`config.mk`:
```
export PLATFORM = sky130hd
export DESIGN_NAME = trial_division_factorizer
export DESIGN_NICKNAME = d
export VERILOG_FILES = /design/src/rtl/tdf_pkg.sv /design/src/rtl/trial_division_factorizer.sv /design/src/rtl/tdf_div.sv /design/src/rtl/tdf_seq.sv
export SDC_FILE = /design/constraint.sdc
export NUM_CORES = 1
export LEC_CHECK = 0
export ABC_AREA = 1
export BUFFER_PORTS_ARGS = -buffer_cell sky130_fd_sc_hd__clkbuf_2
export CAP_MARGIN = 10
export CORE_MARGIN = 10
export CORE_UTILIZATION = 35
export CTS_BUF_LIST = sky130_fd_sc_hd__clkbuf_16
export DETAILED_ROUTE_END_ITERATION = 16
export PLACE_DENSITY_LB_ADDON = 0.2
export SLEW_MARGIN = 0
export SYNTH_ARGS = -nofsm -noshare
export SYNTH_HDL_FRONTEND = slang
export SYNTH_SLANG_ARGS = --single-unit
```
`constraint.sdc`:
```
create_clock -name clk -period 6.61 [get_ports clk]
set_clock_uncertainty 0.1 [all_clocks]
set_input_delay 1.322 -clock clk [delete_from_list [all_inputs] [get_ports clk]]
set_output_delay 1.322 -clock clk [all_outputs]
set_load 0.05 [all_outputs]
```
`src/rtl/tdf_pkg.sv`:
```
// ----------------------------------------------------------------------------
// tdf_pkg
// Shared types and constants of the trial division factorizer.
// ----------------------------------------------------------------------------
package tdf_pkg;

  localparam int WIDTH    = 32;
  localparam int FACTOR_W = 32;
  localparam int CNT_W    = $clog2(WIDTH + 1);

  localparam logic [WIDTH-1:0] FIRST_CAND  = WIDTH'(2);
  localparam logic [WIDTH-1:0] SECOND_CAND = WIDTH'(3);
  localparam logic [WIDTH-1:0] CAND_STEP   = WIDTH'(2);
  localparam logic [WIDTH-1:0] ONE         = WIDTH'(1);

  typedef enum logic [2:0] {
    S_IDLE = 3'b001,
    S_DIV  = 3'b010,
    S_EMIT = 3'b100
  } tdf_state_t;

  typedef struct packed {
    logic             start;
    logic [WIDTH-1:0] dividend;
    logic [WIDTH-1:0] divisor;
  } tdf_div_req_t;

  typedef struct packed {
    logic             done;
    logic [WIDTH-1:0] quot;
    logic [WIDTH-1:0] remd;
  } tdf_div_rsp_t;

  typedef struct packed {
    logic                valid;
    logic [FACTOR_W-1:0] factor;
    logic                last;
    logic                empty_res;
  } tdf_res_t;

endpackage

```
`src/rtl/trial_division_factorizer.sv`:
```
// ----------------------------------------------------------------------------
// trial_division_factorizer
// Prime factorization of one unsigned integer by trial division.
// ----------------------------------------------------------------------------
// Takes one request at a time and returns its prime factors in non-decreasing
// order, one result each, the final one marked last; 0 and 1 give a single
// result with empty_res set. Every trial of a candidate is one pass of a
// shared bit-serial divider, and the same quotient also serves the square
// root bound, so the cost of a request grows with its number of trials: a
// prime near 2^32 takes some 32768 trials. The input stalls until the last
// result has left the sequencer; a registered output stage holds one result.
module trial_division_factorizer (
  input  logic                         clk,
  input  logic                         rst_n,
  input  logic                         in_valid,
  output logic                         in_stall,
  input  logic [tdf_pkg::WIDTH-1:0]    in_value,
  output logic                         out_valid,
  input  logic                         out_stall,
  output logic [tdf_pkg::FACTOR_W-1:0] out_factor,
  output logic                         out_last,
  output logic                         out_empty_res
);
  import tdf_pkg::*;

  tdf_div_req_t        div_req;
  tdf_div_rsp_t        div_rsp;
  tdf_res_t            res;
  logic                idle;
  logic                take;
  logic                out_valid_r, out_valid_nxt;
  logic [FACTOR_W-1:0] out_factor_r;
  logic                out_last_r;
  logic                out_empty_res_r;

  assign take     = !out_valid_r || !out_stall;
  assign in_stall = !idle;

  tdf_seq u_seq (
    .clk      (clk),
    .rst_n    (rst_n),
    .start    (in_valid && idle),
    .value    (in_value),
    .idle     (idle),
    .div_req  (div_req),
    .div_rsp  (div_rsp),
    .res      (res),
    .res_take (take)
  );

  tdf_div u_div (
    .clk   (clk),
    .rst_n (rst_n),
    .req   (div_req),
    .rsp   (div_rsp)
  );

  always_comb begin
    out_valid_nxt = out_valid_r && out_stall;
    if (res.valid && take) begin
      out_valid_nxt = 1'b1;
    end
  end

  always_ff @(posedge clk) begin
    if (!rst_n) begin
      out_valid_r <= 1'b0;
    end else begin
      out_valid_r <= out_valid_nxt;
    end
    if (res.valid && take) begin
      out_factor_r    <= res.factor;
      out_last_r      <= res.last;
      out_empty_res_r <= res.empty_res;
    end
  end

  assign out_valid     = out_valid_r;
  assign out_factor    = out_factor_r;
  assign out_last      = out_last_r;
  assign out_empty_res = out_empty_res_r;

  a_busy_after_request: assert property (@(posedge clk) disable iff (!rst_n)
    in_valid && !in_stall |=> in_stall)
    else $error("input not stalled after request");

  a_empty_is_single: assert property (@(posedge clk) disable iff (!rst_n)
    out_valid && out_empty_res |-> out_last && out_factor == '0)
    else $error("empty result not final or nonzero");

  a_factor_range: assert property (@(posedge clk) disable iff (!rst_n)
    out_valid && !out_empty_res |-> out_factor >= FACTOR_W'(2))
    else $error("factor below two");

  a_no_div_while_emit: assert property (@(posedge clk) disable iff (!rst_n)
    res.valid |-> !div_req.start && !div_rsp.done)
    else $error("divider active while result pending");

endmodule

```
`src/rtl/tdf_div.sv`:
```
// ----------------------------------------------------------------------------
// tdf_div
// Restoring divider, one quotient bit per cycle.
// ----------------------------------------------------------------------------
module tdf_div (
  input  logic                  clk,
  input  logic                  rst_n,
  input  tdf_pkg::tdf_div_req_t req,
  output tdf_pkg::tdf_div_rsp_t rsp
);
  import tdf_pkg::*;

  logic             busy_r, busy_nxt;
  logic             done_r, done_nxt;
  logic [CNT_W-1:0] cnt_r, cnt_nxt;
  logic [WIDTH-1:0] a_r, a_nxt;
  logic [WIDTH-1:0] q_r, q_nxt;
  logic [WIDTH-1:0] d_r, d_nxt;
  logic [WIDTH:0]   diff;

  assign diff = {a_r, q_r[WIDTH-1]} - {1'b0, d_r};

  always_comb begin
    busy_nxt = busy_r;
    done_nxt = 1'b0;
    cnt_nxt  = cnt_r;
    a_nxt    = a_r;
    q_nxt    = q_r;
    d_nxt    = d_r;
    if (req.start) begin
      busy_nxt = 1'b1;
      cnt_nxt  = CNT_W'(WIDTH);
      a_nxt    = '0;
      q_nxt    = req.dividend;
      d_nxt    = req.divisor;
    end else if (busy_r) begin
      if (diff[WIDTH]) begin
        a_nxt = {a_r[WIDTH-2:0], q_r[WIDTH-1]};
        q_nxt = {q_r[WIDTH-2:0], 1'b0};
      end else begin
        a_nxt = diff[WIDTH-1:0];
        q_nxt = {q_r[WIDTH-2:0], 1'b1};
      end
      cnt_nxt = cnt_r - CNT_W'(1);
      if (cnt_r == CNT_W'(1)) begin
        busy_nxt = 1'b0;
        done_nxt = 1'b1;
      end
    end
  end

  always_ff @(posedge clk) begin
    if (!rst_n) begin
      busy_r <= 1'b0;
      done_r <= 1'b0;
      cnt_r  <= '0;
    end else begin
      busy_r <= busy_nxt;
      done_r <= done_nxt;
      cnt_r  <= cnt_nxt;
    end
    a_r <= a_nxt;
    q_r <= q_nxt;
    d_r <= d_nxt;
  end

  assign rsp.done = done_r;
  assign rsp.quot = q_r;
  assign rsp.remd = a_r;

endmodule

```
`src/rtl/tdf_seq.sv`:
```
// ----------------------------------------------------------------------------
// tdf_seq
// Sequencer: walks the candidate divisors and drives the shared divider.
// ----------------------------------------------------------------------------
module tdf_seq (
  input  logic                   clk,
  input  logic                   rst_n,
  input  logic                   start,
  input  logic [tdf_pkg::WIDTH-1:0] value,
  output logic                   idle,
  output tdf_pkg::tdf_div_req_t  div_req,
  input  tdf_pkg::tdf_div_rsp_t  div_rsp,
  output tdf_pkg::tdf_res_t      res,
  input  logic                   res_take
);
  import tdf_pkg::*;

  tdf_state_t          state_r, state_nxt;
  logic [WIDTH-1:0]    rem_r, rem_nxt;
  logic [WIDTH-1:0]    cand_r, cand_nxt;
  logic                fin_r, fin_nxt;
  logic                start_r, start_nxt;
  logic [FACTOR_W-1:0] pf_r, pf_nxt;
  logic                pl_r, pl_nxt;
  logic                pe_r, pe_nxt;

  always_comb begin
    state_nxt = state_r;
    rem_nxt   = rem_r;
    cand_nxt  = cand_r;
    fin_nxt   = fin_r;
    start_nxt = 1'b0;
    pf_nxt    = pf_r;
    pl_nxt    = pl_r;
    pe_nxt    = pe_r;
    case (state_r)
      S_IDLE: begin
        if (start) begin
          if (value <= ONE) begin
            pf_nxt    = '0;
            pl_nxt    = 1'b1;
            pe_nxt    = 1'b1;
            fin_nxt   = 1'b1;
            state_nxt = S_EMIT;
          end else begin
            rem_nxt   = value;
            cand_nxt  = FIRST_CAND;
            start_nxt = 1'b1;
            state_nxt = S_DIV;
          end
        end
      end
      S_DIV: begin
        if (div_rsp.done) begin
          pe_nxt = 1'b0;
          if (cand_r > div_rsp.quot) begin
            // remainder has no factor up to its square root
            pf_nxt    = FACTOR_W'(rem_r);
            pl_nxt    = 1'b1;
            fin_nxt   = 1'b1;
            state_nxt = S_EMIT;
          end else if (div_rsp.remd == '0) begin
            pf_nxt    = FACTOR_W'(cand_r);
            pl_nxt    = (div_rsp.quot == ONE);
            fin_nxt   = (div_rsp.quot == ONE);
            rem_nxt   = div_rsp.quot;
            state_nxt = S_EMIT;
          end else begin
            cand_nxt  = (cand_r == FIRST_CAND) ? SECOND_CAND : cand_r + CAND_STEP;
            start_nxt = 1'b1;
          end
        end
      end
      S_EMIT: begin
        if (res_take) begin
          if (fin_r) begin
            state_nxt = S_IDLE;
          end else begin
            start_nxt = 1'b1;
            state_nxt = S_DIV;
          end
        end
      end
      default: begin
        state_nxt = S_IDLE;
      end
    endcase
  end

  always_ff @(posedge clk) begin
    if (!rst_n) begin
      state_r <= S_IDLE;
      start_r <= 1'b0;
      fin_r   <= 1'b0;
    end else begin
      state_r <= state_nxt;
      start_r <= start_nxt;
      fin_r   <= fin_nxt;
    end
    rem_r  <= rem_nxt;
    cand_r <= cand_nxt;
    pf_r   <= pf_nxt;
    pl_r   <= pl_nxt;
    pe_r   <= pe_nxt;
  end

  assign idle             = (state_r == S_IDLE);
  assign div_req.start    = start_r;
  assign div_req.dividend = rem_r;
  assign div_req.divisor  = cand_r;
  assign res.valid        = (state_r == S_EMIT);
  assign res.factor       = pf_r;
  assign res.last         = pl_r;
  assign res.empty_res    = pe_r;

endmodule
```
==> results of run 1 <==
==> power by group <==
group,switching [W],total [W],leakage (nW),internal [W]
registers,0.0000819,0.00189,2.24,0.00181
clock network,0.000626,0.00141,0.421,0.000787
logic,0.000388,0.000547,4.17,0.000160
==> placed cells by master (no fill, tap or decap), drive strengths merged <==
cell,instances
a211oi,2
a21o,1
a21oi,62
a31oi,3
and3,1
buf,9
bufinv,1
clkbuf,98
clkinv,14
clkinvlp,1
dfxtp,46
edfxtp,196
fa,1
ha,67
inv,284
nand2,455
nand3,76
nand3b,5
nand4,35
nor2,114
nor3,30
nor3b,4
nor4,16
o211ai,1
o21a,2
o21ai,106
o21bai,1
o22ai,31
or2,2
xnor2,14
xor2,12
==> state kept, by name (all words and copies together) (netlist names) <==
register,count
u_seq.state_r,3
out_empty_res,1
u_div.q_r,32
u_div.a_r,32
out_valid,1
u_seq.pl_r,1
u_seq.pf_r,32
u_div.done_r,1
u_seq.pe_r,1
u_div.d_r,32
u_seq.start_r,1
u_seq.fin_r,1
out_factor,32
u_seq.rem_r,32
u_div.cnt_r,6
out_last,1
u_div.busy_r,1
u_seq.cand_r,32
==> through the flow <==
step / util, % / worst slack (ps)
after floorplan: - / 3006
after global placement: 37.91 / 2936
after detailed placement: 37.91 / 2901
after CTS: 40.10 / 3480
after global routing: 40.10 / 3237
final: 40.10 / 3472
==> final timing paths <==
kind,from,depth (start not counted),slack [ps],endpoint
min,u_seq.pf_r[22],0,320,out_factor[22]
min reg2reg,u_seq.pf_r[22],0,320,out_factor[22]
max,u_div.q_r[31],15,3470,u_div.a_r[20]
max reg2reg,u_div.q_r[31],15,3470,u_div.a_r[20]
==> logic make-up after synthesis <==
| group | after synthesis | synth area share (%) |
|---|---|---|
| compound gates | 209 | 8.375 |
| xor+xnor | 26 | 1.696 |
| fa+ha+maj | 68 | 6.391 |
| buf+inv | 312 | 9.214 |
| flops | 242 | 50.68 |
| simple gates | 738 | 23.64 |
==> worst max-delay path, delay by kind of cell, from the launching register on <==
kind	cells	cell delay (ps)
simple gates	11	1280
compound gates	1	360
flops	1	320
buf+inv	1	190
fa+ha+maj	2	770
==> layer usage <==
| layer | vias up | global-route usage [%] |
|---|---|---|
| met1 | 4946 | 19.65 |
| met2 | 242 | 24.68 |
| met3 | 62 | 2.280 |
| li1 | 5413 | - |
| met5 | - | 0 |
| met4 | 2 | 4.288 |
==> final cells by class <==
cell class / instances / area, um2
clock inverter: 23 / 151.4
tap: 511 / 639.4
clock buffer: 27 / 675.6
sequential: 242 / 6810
timing repair buffer: 80 / 422.9
multi-input combinational: 1041 / 5401
inverter: 277 / 1040
fill: 3855 / 22610
==> results.json, run 1 <==
{
  "outcome": "completed",
  "grt_max_degree": 99,
  "dr.max_layer_used": "met5",
  "setup_viol": 0,
  "worstSkewPairLatency_ps": 550,
  "synth_area_per_cell_um2": 8.420,
  "core_um2": 37760,
  "stdcell_count": 2201,
  "worstPathArrival_ps": 3470,
  "clockBufferDepth": 3,
  "num_rows": 71,
  "critPathSlowestCell": "fa_1",
  "wl_met2_um": 16190,
  "cp_common_cell": "nand2_2",
  "tightestPinTransition_ps": 1086,
  "drtPass1Iterations": 7,
  "numCtsBuffers": 27,
  "synth_area_leaders": "edfxtp_1 (44%), nand2_1 (12%), inv_1 (7.6%), dfxtp_1 (6.9%), ha_1 (6.2%)",
  "synth_common_cells": "nand2_1 (436), inv_1 (272), edfxtp_1 (196)",
  "cts_tree": "built",
  "die_area_um2": 46610,
  "top_level_ports": 72,
  "yosysWarnings": 0,
  "cts-resized-gates": 0,
  "initial_core_util_pct": 35.57,
  "grt_antenna_before_repair": 1,
  "synth_top_flop_cell": "edfxtp_1",
  "die_w_um": 215.9,
  "grt.overflow.total": 0,
  "slowest_delay_ps": 450,
  "drt-initial-drc-count": 815,
  "endpoint_kind": "flop",
  "syn_nets": 1699,
  "crit_chain": "inv_1 > ha_1 > fa_1 > o21ai_2 > nand2_2 > nand2_2 > nand2_2 > nand2_2 > nand2_2 > nand2_2 > nand2_1 > nand2_4 > nand2_1 > nand3_1 > nand2_1",
  "grt_pass1_vias": 10720,
  "grt_usage_pct": 14.86,
  "required_ps": 6950,
  "synth_cells": 1595,
  "synth-async-reset-ratio_pct": 0,
  "drt-met1-wl_um": 16430,
  "synth-edff-count": 196,
  "nNetsFinal": 1773,
  "io_buffers": 71,
  "synth.most_common_cell": "nand2_1",
  "totalPowerFinal_w": 0.003852,
  "max_slew_margin_pct": 27.45,
  "drv_slew": 0,
  "wl_um": 35150,
  "wl_per_cell_um": 15.97,
  "clockRootBuffer": "clkbuf_16",
  "ys_ff_latch": 242,
  "finalSetupTns_ps": 0,
  "post_cts_buffers": 0,
  "postPlaceCellArea_um2": 14310,
  "fp.dieH_um": 215.9,
  "ys_types": 42,
  "cap_viol_max_count": 0,
  "layout-drive-gt1-share_pct": 9.467,
  "finalCritPeriodShare_pct": 47.48,
  "clk_pin_slew_ps": 60,
  "wl_met3_um": 1625,
  "grt_pass1_wl_um": 56680,
  "synth_top_area_share_pct": 43.82,
  "finalHoldViolations": 0,
  "power.leakage_nw": 6.833,
  "holdWs_ps": 320.3,
  "vias_per_cell": 4.846,
  "crit_type": "reg2reg",
  "timing.fmax_mhz": 318.7,
  "post-route-drc-count": 0,
  "numClockSinks": 242,
  "hold_buffers": 0,
  "synth_area_um2": 13430,
  "finalWorstPathRequiredPeriod_ps": 3138,
  "power_density_nw_per_um2": 254.4,
  "gp_congestion": 0.8765,
  "ys_seq_area_share_pct": 50.68,
  "path_max_fanout": 32,
  "htreeDepth": 1,
  "yosysTopAreaCell": "edfxtp_1",
  "ant_nets": 0,
  "fin_area_um2": 15140,
  "rsz0062_at_grt": "false",
  "worstHoldPathType": "reg2reg",
  "vdd_drop_max_v": 0.0001577,
  "dpl.hpwl_um": 26010,
  "antenna_cells": 0,
  "vias": 10670,
  "place_inst": 2151,
  "syn_to_final_growth_pct": 12.74,
  "critPathLaunchType": "flop"
}
(Power assumes the default switching activity.)
==> inputs of run 2 (changes only) <==
Clock period 6.61 ns to 2.8 ns, I/O delays scaled along.
==> results.json, run 2 (same netlist as run 1, synthesis figures left out) <==
{
  "outcome": "completed",
  "r2r_cells": 13,
  "timing.rr.start": "u_seq.cand_r[25]",
  "finalSetupTns_ps": 0,
  "numClockSinks": 242,
  "grt_antenna_before_repair": 0,
  "r2r_end": "u_seq.cand_r[12]",
  "cp_num_buf_inv": 2,
  "holdWs_ps": 192.8,
  "grt_max_degree": 66,
  "vias_per_cell": 4.826,
  "post-route-drc-count": 0,
  "layout_common_cells": "nand2_1 (436), inv_1 (279), edfxtp_1 (196), nor2_1 (106), o21ai_0 (99)",
  "path_delay_family": "simple AND/OR/NAND/NOR gates",
  "rsz0062_at_grt": "false",
  "io_buffers": 71,
  "finalCritPeriodShare_pct": 94.94,
  "crit_chain": "ha_1 > a21oi_1 > o21ai_0 > nand2_1 > nand2_1 > nor2_1 > nand2_1 > nand2_1 > nand2_1 > nor2_1 > a21oi_1 > inv_1 > buf_12",
  "fp.dieH_um": 215.9,
  "ant_nets": 0,
  "vias": 10870,
  "worstSkewPairLatency_ps": 550,
  "clockRootBuffer": "clkbuf_16",
  "layout-drive-gt1-share_pct": 12.28,
  "max_slew_margin_pct": 54.77,
  "core_um2": 37760,
  "setup_viol": 0,
  "hold_end": "out_valid",
  "fill_cells": 3834,
  "crit_type": "reg2reg",
  "worstHoldPathType": "in2reg",
  "numCtsBuffers": 27,
  "nNetsFinal": 1825,
  "antenna_cells": 0,
  "final_common_cell": "nand2_1",
  "grt_usage_pct": 15.46,
  "wl_per_cell_um": 16.13,
  "multi_input_area_um2": 5409,
  "slowest_delay_ps": 420,
  "gp_congestion": 0.9294,
  "wl_um": 36340,
  "critPathSlowestCell": "edfxtp_1",
  "tightestPinTransition_ps": 672.3,
  "finalWorstPathRequiredPeriod_ps": 2658,
  "worstPathArrival_ps": 2790,
  "finalHoldViolations": 0,
  "drv_slew": 0,
  "cp_common_cell": "nand2_1",
  "drt-initial-drc-count": 761,
  "power.leakage_nw": 7.168,
  "pre_cts_ws_ps": 80.78,
  "clockBufferDepth": 3,
  "syn_to_final_growth_pct": 16.97,
  "clk_pin_slew_ps": 60,
  "required_ps": 2930,
  "num_rows": 71,
  "grt.overflow.total": 0,
  "top_level_ports": 72,
  "grt_pass1_vias": 10790,
  "hold_start": "out_stall",
  "endpoint_kind": "flop",
  "die_w_um": 215.9,
  "initial_core_util_pct": 35.57,
  "critPathLaunchType": "flop",
  "path_max_fanout": 32,
  "vdd_drop_max_v": 0.0004435,
  "timing.fmax_mhz": 376.2,
  "r2r_setup_slack_ps": 140,
  "setup_ws_ps": 141.6,
  "post_cts_buffers": 0,
  "dpl.hpwl_um": 27450,
  "min_path_cells": 3,
  "cap_viol_max_count": 0,
  "htreeDepth": 1,
  "cts_tree": "built",
  "die_area_um2": 46610,
  "ff_latch_area_um2": 6810,
  "grt_pass1_wl_um": 58530,
  "drtPass1Iterations": 5,
  "power_density_nw_per_um2": 602.6
}
[run 2: cell count changes in the layout (fill, tap and decap cells not counted), sizes merged]
| cell | delta |
|---|---|
| buf | +52 |
| clkinv | -5 |
| bufinv | +3 |
| inv | +2 |
[run 2: how the worst max path moves through the flow]
stage | start | end | cells past startpoint
after floorplan | u_seq.cand_r[23] | u_seq.cand_r[0] | 11
after global placement | in_value[29] | u_seq.pf_r[27] | 11
after detailed placement | in_value[29] | u_seq.pf_r[30] | 11
after CTS | u_seq.cand_r[23] | u_seq.cand_r[3] | 13
after global routing | u_seq.cand_r[23] | u_seq.cand_r[12] | 13
final | u_seq.cand_r[25] | u_seq.cand_r[12] | 13
[run 2: layout make-up]
type	count	share of cell area, %
flip-flops and latches	242	43.35
multi-input cells	1041	34.43
inverters	277	6.618
repair buffers	132	5.894
clock buffers	27	4.301
well taps	511	4.070
clock inverters	23	1.338
[run 2: tightest hold or removal path, cell delays in order]
cell and delay [ps]:
clkbuf_2 80, nand2_1 70, a21oi_1 70
[run 2: per-layer routing]
metal	up-vias	GRT usage, %	part of all wire (%)
met2	235	25.74	47
met1	5079	20.80	47
met4	0	3.379	1.7
li1	5515	-	-
met3	44	2.322	4.3
met5	-	0	0
[run 2: what timing repair did]
action	4_1_cts	5_1_grt
resized for setup	0	1
hold buffers	0	0
endpoints found under the setup margin	0	1
[run 2: through the flow]
stage	area (um2)	power, W	utilization [%]	instances
2_1_floorplan	13440	0.005375	-	1595
3_3_place_gp	14820	0.005966	39.26	2203
3_5_place_dp	14820	0.005980	39.26	2203
4_1_cts	15710	0.009570	41.60	2253
5_1_grt	15710	0.009944	41.61	2253
6_report	15710	0.009467	41.61	2253
[run 2: report_power, final]
group | switching (W) | internal (W)
sequential | 0.000171 | 0.00427
clock | 0.00144 | 0.00212
combinational | 0.000984 | 0.000484
